$ cat src/hdl/vtgd_pkg.sv
package vtgd_pkg;

  // Geometry command codes carried in the low bits of a header word
  localparam logic [2:0] CMD_MOVE  = 3'd1;
  localparam logic [2:0] CMD_LINE  = 3'd2;
  localparam logic [2:0] CMD_CLOSE = 3'd7;

  // Feature geometry types
  localparam logic [1:0] GT_POINT   = 2'd1;
  localparam logic [1:0] GT_POLYGON = 2'd3;

  // Configuration register indexes
  localparam logic REG_GEOMETRY_TYPE = 1'b0;

  // Operations handed from the front end to the back end
  localparam logic [1:0] OP_MOVE  = 2'd0;
  localparam logic [1:0] OP_LINE  = 2'd1;
  localparam logic [1:0] OP_CLOSE = 2'd2;

  // Result kinds
  localparam logic [2:0] KIND_POINT  = 3'd0;
  localparam logic [2:0] KIND_START  = 3'd1;
  localparam logic [2:0] KIND_VERTEX = 3'd2;
  localparam logic [2:0] KIND_OUTER  = 3'd3;
  localparam logic [2:0] KIND_INNER  = 3'd4;

  typedef struct packed {
    logic [1:0]  code;
    logic        point;
    logic        clear;
    logic [31:0] dx;
    logic [31:0] dy;
  } op_t;

  typedef struct packed {
    logic [31:0] x;
    logic [31:0] y;
    logic [2:0]  kind;
  } result_t;

endpackage

$ cat src/hdl/vector_tile_geometry_decoder_top.sv
// Vector-tile geometry decoder. Push one 32-bit geometry stream word per transfer (header or
// zigzag parameter, new_feature set on the first word of a feature); pop vertices and ring
// classes from the result side. The block takes one word every clock cycle for as long as the
// result side keeps up: a front end parses headers and parameter pairs and queues decoded
// operations, and a back end moves the cursor, runs the shoelace winding product through a
// registered 33x33 multiplier and accumulates it into a 64-bit sum. A result that a transfer
// completes passes through the operation queue, the multiplier stage and the accumulate stage,
// which writes the result queue, before it shows on the result ports. The geometry_type register
// (APB, byte address 0) should only be changed while nothing is in flight.
module vector_tile_geometry_decoder_top
  import vtgd_pkg::*;
#(
  parameter int OP_DEPTH  = 4,
  parameter int OUT_DEPTH = 4
) (
  input  logic               clk,
  input  logic               rst,
  // input stream
  input  logic               push,
  output logic               full,
  input  logic [31:0]        geometry_word,
  input  logic               new_feature,
  // result stream
  output logic               empty,
  input  logic               pop,
  output logic signed [31:0] vertex_x,
  output logic signed [31:0] vertex_y,
  output logic [2:0]         result_kind,
  // configuration
  input  logic               psel,
  input  logic               penable,
  input  logic               pwrite,
  input  logic [2:0]         paddr,
  input  logic [31:0]        pwdata,
  output logic [31:0]        prdata,
  output logic               pready
);

  localparam int OP_W  = $bits(op_t);
  localparam int RES_W = $bits(result_t);
  localparam int OCW   = $clog2(OP_DEPTH + 1);
  localparam int RCW   = $clog2(OUT_DEPTH + 1);

  logic [1:0]      geometry_type;
  logic            cfg_write;

  logic            front_take;
  logic            op_push;
  op_t             op_in;
  logic [OP_W-1:0] op_rdata;
  op_t             op_out;
  logic            op_empty;
  logic            op_ready;
  logic [OCW-1:0]  op_count;

  logic             res_valid;
  result_t          res_in;
  logic [RES_W-1:0] res_rdata;
  result_t          res_out;
  logic             res_full;
  logic [RCW-1:0]   res_count;

  // configuration: zero-wait writes, register index is the word address
  assign pready    = 1'b1;
  assign cfg_write = psel && penable && pwrite && pready;
  assign prdata    = (paddr[2] == REG_GEOMETRY_TYPE) ? {30'd0, geometry_type} : 32'd0;

  always_ff @(posedge clk) begin
    if (rst) begin
      geometry_type <= 2'd0;
    end else if (cfg_write && paddr[2] == REG_GEOMETRY_TYPE) begin
      geometry_type <= pwdata[1:0];
    end
  end

  // hold the input whenever the operation queue cannot take another entry
  assign front_take = push && !full;

  vtgd_front u_front (
    .clk           (clk),
    .rst           (rst),
    .take          (front_take),
    .geometry_word (geometry_word),
    .new_feature   (new_feature),
    .geometry_type (geometry_type),
    .op_push       (op_push),
    .op            (op_in)
  );

  vtgd_queue #(
    .WIDTH (OP_W),
    .DEPTH (OP_DEPTH)
  ) u_op_queue (
    .clk   (clk),
    .rst   (rst),
    .push  (op_push),
    .wdata (op_in),
    .full  (full),
    .pop   (op_ready),
    .rdata (op_rdata),
    .empty (op_empty),
    .count (op_count)
  );

  assign op_out = op_rdata;

  vtgd_back #(
    .OUT_DEPTH (OUT_DEPTH)
  ) u_back (
    .clk       (clk),
    .rst       (rst),
    .op_valid  (!op_empty),
    .op        (op_out),
    .op_ready  (op_ready),
    .out_count (res_count),
    .res_valid (res_valid),
    .res       (res_in)
  );

  vtgd_queue #(
    .WIDTH (RES_W),
    .DEPTH (OUT_DEPTH)
  ) u_res_queue (
    .clk   (clk),
    .rst   (rst),
    .push  (res_valid),
    .wdata (res_in),
    .full  (res_full),
    .pop   (pop),
    .rdata (res_rdata),
    .empty (empty),
    .count (res_count)
  );

  assign res_out     = res_rdata;
  assign vertex_x    = res_out.x;
  assign vertex_y    = res_out.y;
  assign result_kind = res_out.kind;

`ifndef SYNTHESIS
  a_no_result_drop: assert property (@(posedge clk) disable iff (rst)
    res_valid |-> !res_full)
    else $error("result dropped at a full result queue");

  a_op_drain: assert property (@(posedge clk) disable iff (rst)
    (op_count == '0) |-> op_empty)
    else $error("operation queue count and empty disagree");
`endif

endmodule

$ cat src/hdl/vtgd_queue.sv
module vtgd_queue #(
  parameter int WIDTH = 8,
  parameter int DEPTH = 4
) (
  input  logic                           clk,
  input  logic                           rst,
  input  logic                           push,
  input  logic [WIDTH-1:0]               wdata,
  output logic                           full,
  input  logic                           pop,
  output logic [WIDTH-1:0]               rdata,
  output logic                           empty,
  output logic [$clog2(DEPTH+1)-1:0]     count
);

  localparam int IW = (DEPTH > 1) ? $clog2(DEPTH) : 1;
  localparam int CW = $clog2(DEPTH + 1);

  logic [WIDTH-1:0] mem [DEPTH];
  logic [IW-1:0]    wr_ptr;
  logic [IW-1:0]    rd_ptr;
  logic             do_push;
  logic             do_pop;

  assign full    = (count == CW'(DEPTH));
  assign empty   = (count == '0);
  assign do_push = push && !full;
  assign do_pop  = pop && !empty;
  assign rdata   = mem[rd_ptr];

  always_ff @(posedge clk) begin
    if (do_push) begin
      mem[wr_ptr] <= wdata;
    end
  end

  always_ff @(posedge clk) begin
    if (rst) begin
      wr_ptr <= '0;
      rd_ptr <= '0;
      count  <= '0;
    end else begin
      if (do_push) begin
        wr_ptr <= (wr_ptr == IW'(DEPTH - 1)) ? '0 : wr_ptr + 1'b1;
      end
      if (do_pop) begin
        rd_ptr <= (rd_ptr == IW'(DEPTH - 1)) ? '0 : rd_ptr + 1'b1;
      end
      unique case ({do_push, do_pop})
        2'b10:   count <= count + 1'b1;
        2'b01:   count <= count - 1'b1;
        default: count <= count;
      endcase
    end
  end

`ifndef SYNTHESIS
  a_count_bound: assert property (@(posedge clk) disable iff (rst)
    count <= CW'(DEPTH))
    else $error("queue count above depth");
`endif

endmodule

$ cat src/hdl/vtgd_front.sv
module vtgd_front
  import vtgd_pkg::*;
(
  input  logic        clk,
  input  logic        rst,
  input  logic        take,
  input  logic [31:0] geometry_word,
  input  logic        new_feature,
  input  logic [1:0]  geometry_type,
  output logic        op_push,
  output op_t         op
);

  localparam logic [1:0] PH_HEADER = 2'd0;
  localparam logic [1:0] PH_DX     = 2'd1;
  localparam logic [1:0] PH_DY     = 2'd2;
  localparam logic [1:0] PH_SPARE  = 2'd3;

  logic [1:0]  phase;
  logic [1:0]  phase_next;
  logic [2:0]  command;
  logic [2:0]  command_next;
  logic [28:0] pairs_left;
  logic [28:0] pairs_left_next;
  logic [31:0] pending_dx;
  logic [31:0] pending_dx_next;
  logic        pending_clear;
  logic        pending_clear_next;

  function automatic logic [31:0] unzigzag(input logic [31:0] v);
    return {1'b0, v[31:1]} ^ {32{v[0]}};
  endfunction

  always_comb begin
    logic [1:0]  phase_e;
    logic [2:0]  command_e;
    logic [28:0] left_e;
    logic [2:0]  hdr_cmd;
    logic [28:0] hdr_count;

    phase_e   = new_feature ? PH_HEADER : phase;
    command_e = new_feature ? 3'd0 : command;
    left_e    = new_feature ? 29'd0 : pairs_left;
    hdr_cmd   = geometry_word[2:0];
    hdr_count = geometry_word[31:3];

    phase_next         = phase;
    command_next       = command;
    pairs_left_next    = pairs_left;
    pending_dx_next    = pending_dx;
    pending_clear_next = pending_clear;
    op_push            = 1'b0;
    op.code            = OP_MOVE;
    op.point           = (geometry_type == GT_POINT);
    op.clear           = pending_clear || new_feature;
    op.dx              = pending_dx;
    op.dy              = unzigzag(geometry_word);

    if (take) begin
      phase_next         = phase_e;
      command_next       = command_e;
      pairs_left_next    = left_e;
      pending_clear_next = pending_clear || new_feature;
      priority if (phase_e == PH_DX) begin
        pending_dx_next = unzigzag(geometry_word);
        phase_next      = PH_DY;
      end else if (phase_e == PH_DY) begin
        // finish the pair: hand it to the back end
        op_push         = 1'b1;
        op.code         = (command_e == CMD_MOVE) ? OP_MOVE : OP_LINE;
        pairs_left_next = left_e - 1'b1;
        phase_next      = (pairs_left_next == '0) ? PH_HEADER : PH_DX;
      end else begin
        phase_next = PH_HEADER;
        if ((hdr_cmd == CMD_MOVE || hdr_cmd == CMD_LINE) && hdr_count != '0) begin
          command_next    = hdr_cmd;
          pairs_left_next = hdr_count;
          phase_next      = PH_DX;
        end else if (hdr_cmd == CMD_CLOSE && hdr_count != '0 &&
                     geometry_type == GT_POLYGON) begin
          op_push = 1'b1;
          op.code = OP_CLOSE;
        end
      end
      if (op_push) begin
        pending_clear_next = 1'b0;
      end
    end
  end

  always_ff @(posedge clk) begin
    if (rst) begin
      phase         <= PH_HEADER;
      command       <= 3'd0;
      pairs_left    <= '0;
      pending_dx    <= '0;
      pending_clear <= 1'b0;
    end else begin
      phase         <= phase_next;
      command       <= command_next;
      pairs_left    <= pairs_left_next;
      pending_dx    <= pending_dx_next;
      pending_clear <= pending_clear_next;
    end
  end

`ifndef SYNTHESIS
  a_dx_has_pairs: assert property (@(posedge clk) disable iff (rst)
    (phase == PH_DX || phase == PH_DY) |-> (pairs_left != '0))
    else $error("parameter phase with no pairs left");

  a_no_spare_phase: assert property (@(posedge clk) disable iff (rst)
    phase != PH_SPARE)
    else $error("spare parse phase entered");

  a_clear_consumed: assert property (@(posedge clk) disable iff (rst)
    op_push |=> !pending_clear || $past(1'b0))
    else $error("feature clear not consumed by pushed op");
`endif

endmodule

$ cat src/hdl/vtgd_back.sv
module vtgd_back
  import vtgd_pkg::*;
#(
  parameter int OUT_DEPTH = 4
) (
  input  logic                               clk,
  input  logic                               rst,
  input  logic                               op_valid,
  input  op_t                                op,
  output logic                               op_ready,
  input  logic [$clog2(OUT_DEPTH+1)-1:0]     out_count,
  output logic                               res_valid,
  output result_t                            res
);

  localparam int CW  = $clog2(OUT_DEPTH + 1);
  localparam int CW1 = CW + 1;

  typedef struct packed {
    logic        close;
    logic        sum_clr;
    logic        add;
    logic [2:0]  kind;
    logic [31:0] x;
    logic [31:0] y;
  } ctl_t;

  logic        v1;
  logic        v2;
  ctl_t        s1_ctl;
  ctl_t        s2_ctl;
  logic [32:0] s1_ea;
  logic [32:0] s1_eb;
  logic [63:0] s2_prod;

  logic [31:0] cursor_x;
  logic [31:0] cursor_y;
  logic [31:0] ring_x;
  logic [31:0] ring_y;
  logic        ring_open;
  logic [63:0] winding_sum;

  logic        take;
  ctl_t        a_ctl;
  logic [32:0] a_ea;
  logic [32:0] a_eb;
  logic [31:0] cursor_x_next;
  logic [31:0] cursor_y_next;
  logic [31:0] ring_x_next;
  logic [31:0] ring_y_next;
  logic        ring_open_next;

  logic signed [32:0] mul_a;
  logic signed [32:0] mul_b;
  logic signed [65:0] mul_p;

  logic [63:0] sum_base;
  logic [63:0] sum_total;

  // admit an op only when the result queue has a slot for it and everything in flight
  assign op_ready = (CW1'(out_count) + CW1'(v1) + CW1'(v2)) < CW1'(OUT_DEPTH);
  assign take     = op_valid && op_ready;

  always_comb begin
    logic [31:0] cx;
    logic [31:0] cy;
    logic        open_e;
    logic [31:0] nx;
    logic [31:0] ny;

    cx     = op.clear ? 32'd0 : cursor_x;
    cy     = op.clear ? 32'd0 : cursor_y;
    open_e = op.clear ? 1'b0 : ring_open;
    nx     = cx + op.dx;
    ny     = cy + op.dy;

    cursor_x_next  = cx;
    cursor_y_next  = cy;
    ring_x_next    = op.clear ? 32'd0 : ring_x;
    ring_y_next    = op.clear ? 32'd0 : ring_y;
    ring_open_next = open_e;
    a_ea           = '0;
    a_eb           = '0;
    a_ctl.close    = 1'b0;
    a_ctl.sum_clr  = 1'b0;
    a_ctl.add      = 1'b0;
    a_ctl.kind     = KIND_VERTEX;
    a_ctl.x        = nx;
    a_ctl.y        = ny;

    unique case (op.code)
      OP_MOVE: begin
        cursor_x_next  = nx;
        cursor_y_next  = ny;
        ring_x_next    = nx;
        ring_y_next    = ny;
        ring_open_next = 1'b1;
        a_ctl.sum_clr  = 1'b1;
        a_ctl.kind     = op.point ? KIND_POINT : KIND_START;
      end
      OP_LINE: begin
        cursor_x_next = nx;
        cursor_y_next = ny;
        if (!open_e) begin
          // open the ring at the cursor as it was before this edge
          ring_x_next    = cx;
          ring_y_next    = cy;
          ring_open_next = 1'b1;
          a_ctl.sum_clr  = 1'b1;
        end
        a_ea      = {nx[31], nx} - {cx[31], cx};
        a_eb      = {ny[31], ny} + {cy[31], cy};
        a_ctl.add = 1'b1;
      end
      OP_CLOSE: begin
        a_ctl.close    = 1'b1;
        a_ctl.x        = cx;
        a_ctl.y        = cy;
        ring_open_next = 1'b0;
        a_ctl.sum_clr  = !open_e;
        a_ctl.add      = open_e;
        a_ea = {ring_x_next[31], ring_x_next} - {cx[31], cx};
        a_eb = {ring_y_next[31], ring_y_next} + {cy[31], cy};
      end
      default: begin
        a_ctl.close   = 1'b1;
        a_ctl.sum_clr = 1'b1;
      end
    endcase
  end

  assign mul_a = s1_ea;
  assign mul_b = s1_eb;
  assign mul_p = mul_a * mul_b;

  assign sum_base  = s2_ctl.sum_clr ? 64'd0 : winding_sum;
  assign sum_total = sum_base + (s2_ctl.add ? s2_prod : 64'd0);

  always_comb begin
    res_valid = v2;
    res.x     = s2_ctl.x;
    res.y     = s2_ctl.y;
    res.kind  = s2_ctl.kind;
    if (s2_ctl.close) begin
      res.kind = (sum_total == 64'd0 || sum_total[63]) ? KIND_OUTER : KIND_INNER;
    end
  end

  always_ff @(posedge clk) begin
    s1_ctl  <= a_ctl;
    s1_ea   <= a_ea;
    s1_eb   <= a_eb;
    s2_ctl  <= s1_ctl;
    s2_prod <= mul_p[63:0];
  end

  always_ff @(posedge clk) begin
    if (rst) begin
      v1          <= 1'b0;
      v2          <= 1'b0;
      cursor_x    <= '0;
      cursor_y    <= '0;
      ring_x      <= '0;
      ring_y      <= '0;
      ring_open   <= 1'b0;
      winding_sum <= '0;
    end else begin
      v1 <= take;
      v2 <= v1;
      if (take) begin
        cursor_x  <= cursor_x_next;
        cursor_y  <= cursor_y_next;
        ring_x    <= ring_x_next;
        ring_y    <= ring_y_next;
        ring_open <= ring_open_next;
      end
      if (v2) begin
        winding_sum <= s2_ctl.close ? 64'd0 : sum_total;
      end
    end
  end

`ifndef SYNTHESIS
  a_no_overflow: assert property (@(posedge clk) disable iff (rst)
    res_valid |-> (out_count < CW'(OUT_DEPTH)))
    else $error("result written into a full queue");

  a_close_clears_sum: assert property (@(posedge clk) disable iff (rst)
    (v2 && s2_ctl.close) |=> (winding_sum == 64'd0))
    else $error("winding sum not cleared after close");

  a_close_keeps_cursor: assert property (@(posedge clk) disable iff (rst)
    (take && op.code == OP_CLOSE && !op.clear) |=> $stable(cursor_x) && $stable(cursor_y))
    else $error("close moved the cursor");
`endif

endmodule

$ cat config.mk
export PLATFORM = sky130hd
export DESIGN_NAME = vector_tile_geometry_decoder_top
export DESIGN_NICKNAME = d
export VERILOG_FILES = /design/src/hdl/vtgd_pkg.sv /design/src/hdl/vector_tile_geometry_decoder_top.sv /design/src/hdl/vtgd_queue.sv /design/src/hdl/vtgd_front.sv /design/src/hdl/vtgd_back.sv
export SDC_FILE = /design/constraint.sdc
export NUM_CORES = 2
export LEC_CHECK = 0
export BUFFER_PORTS_ARGS = -buffer_cell sky130_fd_sc_hd__buf_2
export CORE_MARGIN = 3
export CORE_UTILIZATION = 58
export CTS_CLUSTER_DIAMETER = 80
export DETAILED_ROUTE_END_ITERATION = 10
export PLACE_DENSITY = 0.77
export SETUP_SLACK_MARGIN = 0.15
export SLEW_MARGIN = 20
export SYNTH_ARGS = -nofsm -noshare
export SYNTH_HDL_FRONTEND = slang
export SYNTH_HIERARCHICAL = 1
export SYNTH_SLANG_ARGS = --single-unit
$ cat constraint.sdc
create_clock -name clk -period 7.72 [get_ports clk]
set_input_delay 1.158 -clock clk [delete_from_list [all_inputs] [get_ports clk]]
set_output_delay 1.158 -clock clk [all_outputs]
set_load 0.01 [all_outputs]
==> out/summary.txt <==
Status: complete, no violations
Number of buffers added on ports: 113
Max Root-Sink Buffers: 3
CP Data Arrival Time: 8250 ps
Worst hold slack: 282 ps
Die height: 398 um
CP endpoint kind: flop
Final non-filler cell total: 10900
Commonest cells after routing, fill and taps aside: inv_1 (1180), fa_1 (1113), nand2_1 (767)
Total number of vias: 63800
Initial core utilization: 0.585
GRT Util Overall: 0.302
1st-iter DRT viols: 5668
Tightest Pin Transition: 1150 ps
Count of pins over their slew limit: 0
Area grow syn2layout: 10.3%
Hold buffers post-CTS: 0
Critical path's slowest cell: fa_1
Critical Path Most Common Cell: fa_1
Worst EP required: 8340 ps
Final Hold Fails: 0
Fmax: 131 MHz
Routed Antenna Nets: 0
Synthesis Warnings: 6
Pre-antenna DRT Iters: 8
CTS tree: built
Commonest non-fill, non-tap cell in the layout: inv_1
H-tree levels: 3
RSZ-0062 raised after global routing: yes
Worst slack, placed: -460 ps
Layout cell share with drive strength beyond 1: 0.122
Initial antenna violation count: 13
Clk root buf: clkbuf_16
Post-layout min period: 7630 ps
Clk pin slew, worst setup/hold paths: 60 ps
R2r setup slk: 90 ps
Gpl congestion: 0.935
Multi-input gate area: 55600 um^2
Tcrit/Tclk final: 0.988
Synthesized area: 89100 um^2
Vias in the first global route: 66700
CTS Buf Count: 113
First-pass GRT wire length: 374000 um
Syn avg cell area: 10.4 um^2
CTS Sinks: 1090
# IOs: 177
Crit-path max FO: 7
Largest net degree at the start of global routing: 69
Die footprint: 158000 um^2
Die Wd: 398 um
Crit Path Category: flop to flop
Clk Latency, worst-skew pair: 780 ps
Register area: 27300 um^2
DRT Wirelength: 236000 um
Fillcell total: 11500
Dpl cells: 10600
Cell count after synthesis: 8570
DRC violations left: 0
Number of max-cap violations: 0
Clock skew: 97.6 ps
Site row count: 143
Detailed-placement wirelength estimate: 179000 um
Slew headroom: 0.234
Post-route worst setup slack: 93.8 ps
Total gr overflow: 0
Hold WC Path Type: flop to flop
Core ar.: 152000 um^2
Setup violations, final: 0
Critical Path Max Stage Delay: 550 ps
WL/cell: 21.8 um
Fin nets: 10300
Startpoint types: flop
Vias/cell: 5.87
sequential cells by signal, indices dropped and copies added (netlist names), 29 cells and up, named ones only:
name	cells
u_back/s2_prod	64
u_back/winding_sum	64
u_back/cursor_x	32
u_back/s1_ctl	69
u_front/pairs_left	29
u_back/ring_y	32
u_back/cursor_y	32
u_op_queue/mem	272
u_front/pending_dx	32
u_res_queue/mem	268
u_back/mul_a	33
u_back/ring_x	32
u_back/mul_b	33
u_back/res	64
timing repair:
item	4_1_cts	5_1_grt
gates resized for setup	85	139
gates cloned	0	1
pin swaps	65	67
setup endpoints to repair	21	30
buffers inserted	11	20
worst max-delay path, delay by kind of cell, from the launching register on:
| family | cells | cell delay, ps |
|---|---|---|
| simple gates | 3 | 510 |
| compound gates | 6 | 930 |
| xor+xnor | 1 | 110 |
| flops | 1 | 370 |
| fa+ha+maj | 9 | 4300 |
| buf+inv | 13 | 1290 |
metal layers:
layer | up-vias | share of wire | global-route usage
met1 | 32200 | 0.40 | 0.406
met5 | - | 0.00037 | 0
li1 | 28200 | - | -
met3 | 528 | 0.094 | 0.0637
met4 | 14 | 0.035 | 0.0985
met2 | 2842 | 0.47 | 0.492
worst paths after layout:
check | from | end | cells past startpoint
worst max register to register | u_back/mul_b[0] | u_back/s2_prod[48] | 32
worst min register to register | u_back/s1_ctl[50] | u_back/res[53] | 0
worst max-delay path | u_back/mul_b[0] | u_back/s2_prod[48] | 32
worst min-delay path | u_back/s1_ctl[50] | u_back/res[53] | 0
metrics by stage:
stage               utilization  cell area [um^2]  setup TNS [ps]
finish                    0.646             98300               0
global route              0.645             98300            -380
CTS                       0.641             97600               0
detailed placement        0.612             93200           -3640
global placement          0.612             93200           -2000
floorplan                     -             89200               0
area by class of cell:
type,instances,area share
tap,2030,0.0258
antenna,4,0.000102
sequential,1090,0.278
multi-input combinational,5788,0.565
clock inverter,71,0.00933
inverter,1200,0.0459
clock buffer,144,0.0314
timing repair buffer,525,0.0443
Power is not shown: default switching activity piles up to over one toggle a cycle in this logic, so the estimate is an artifact.
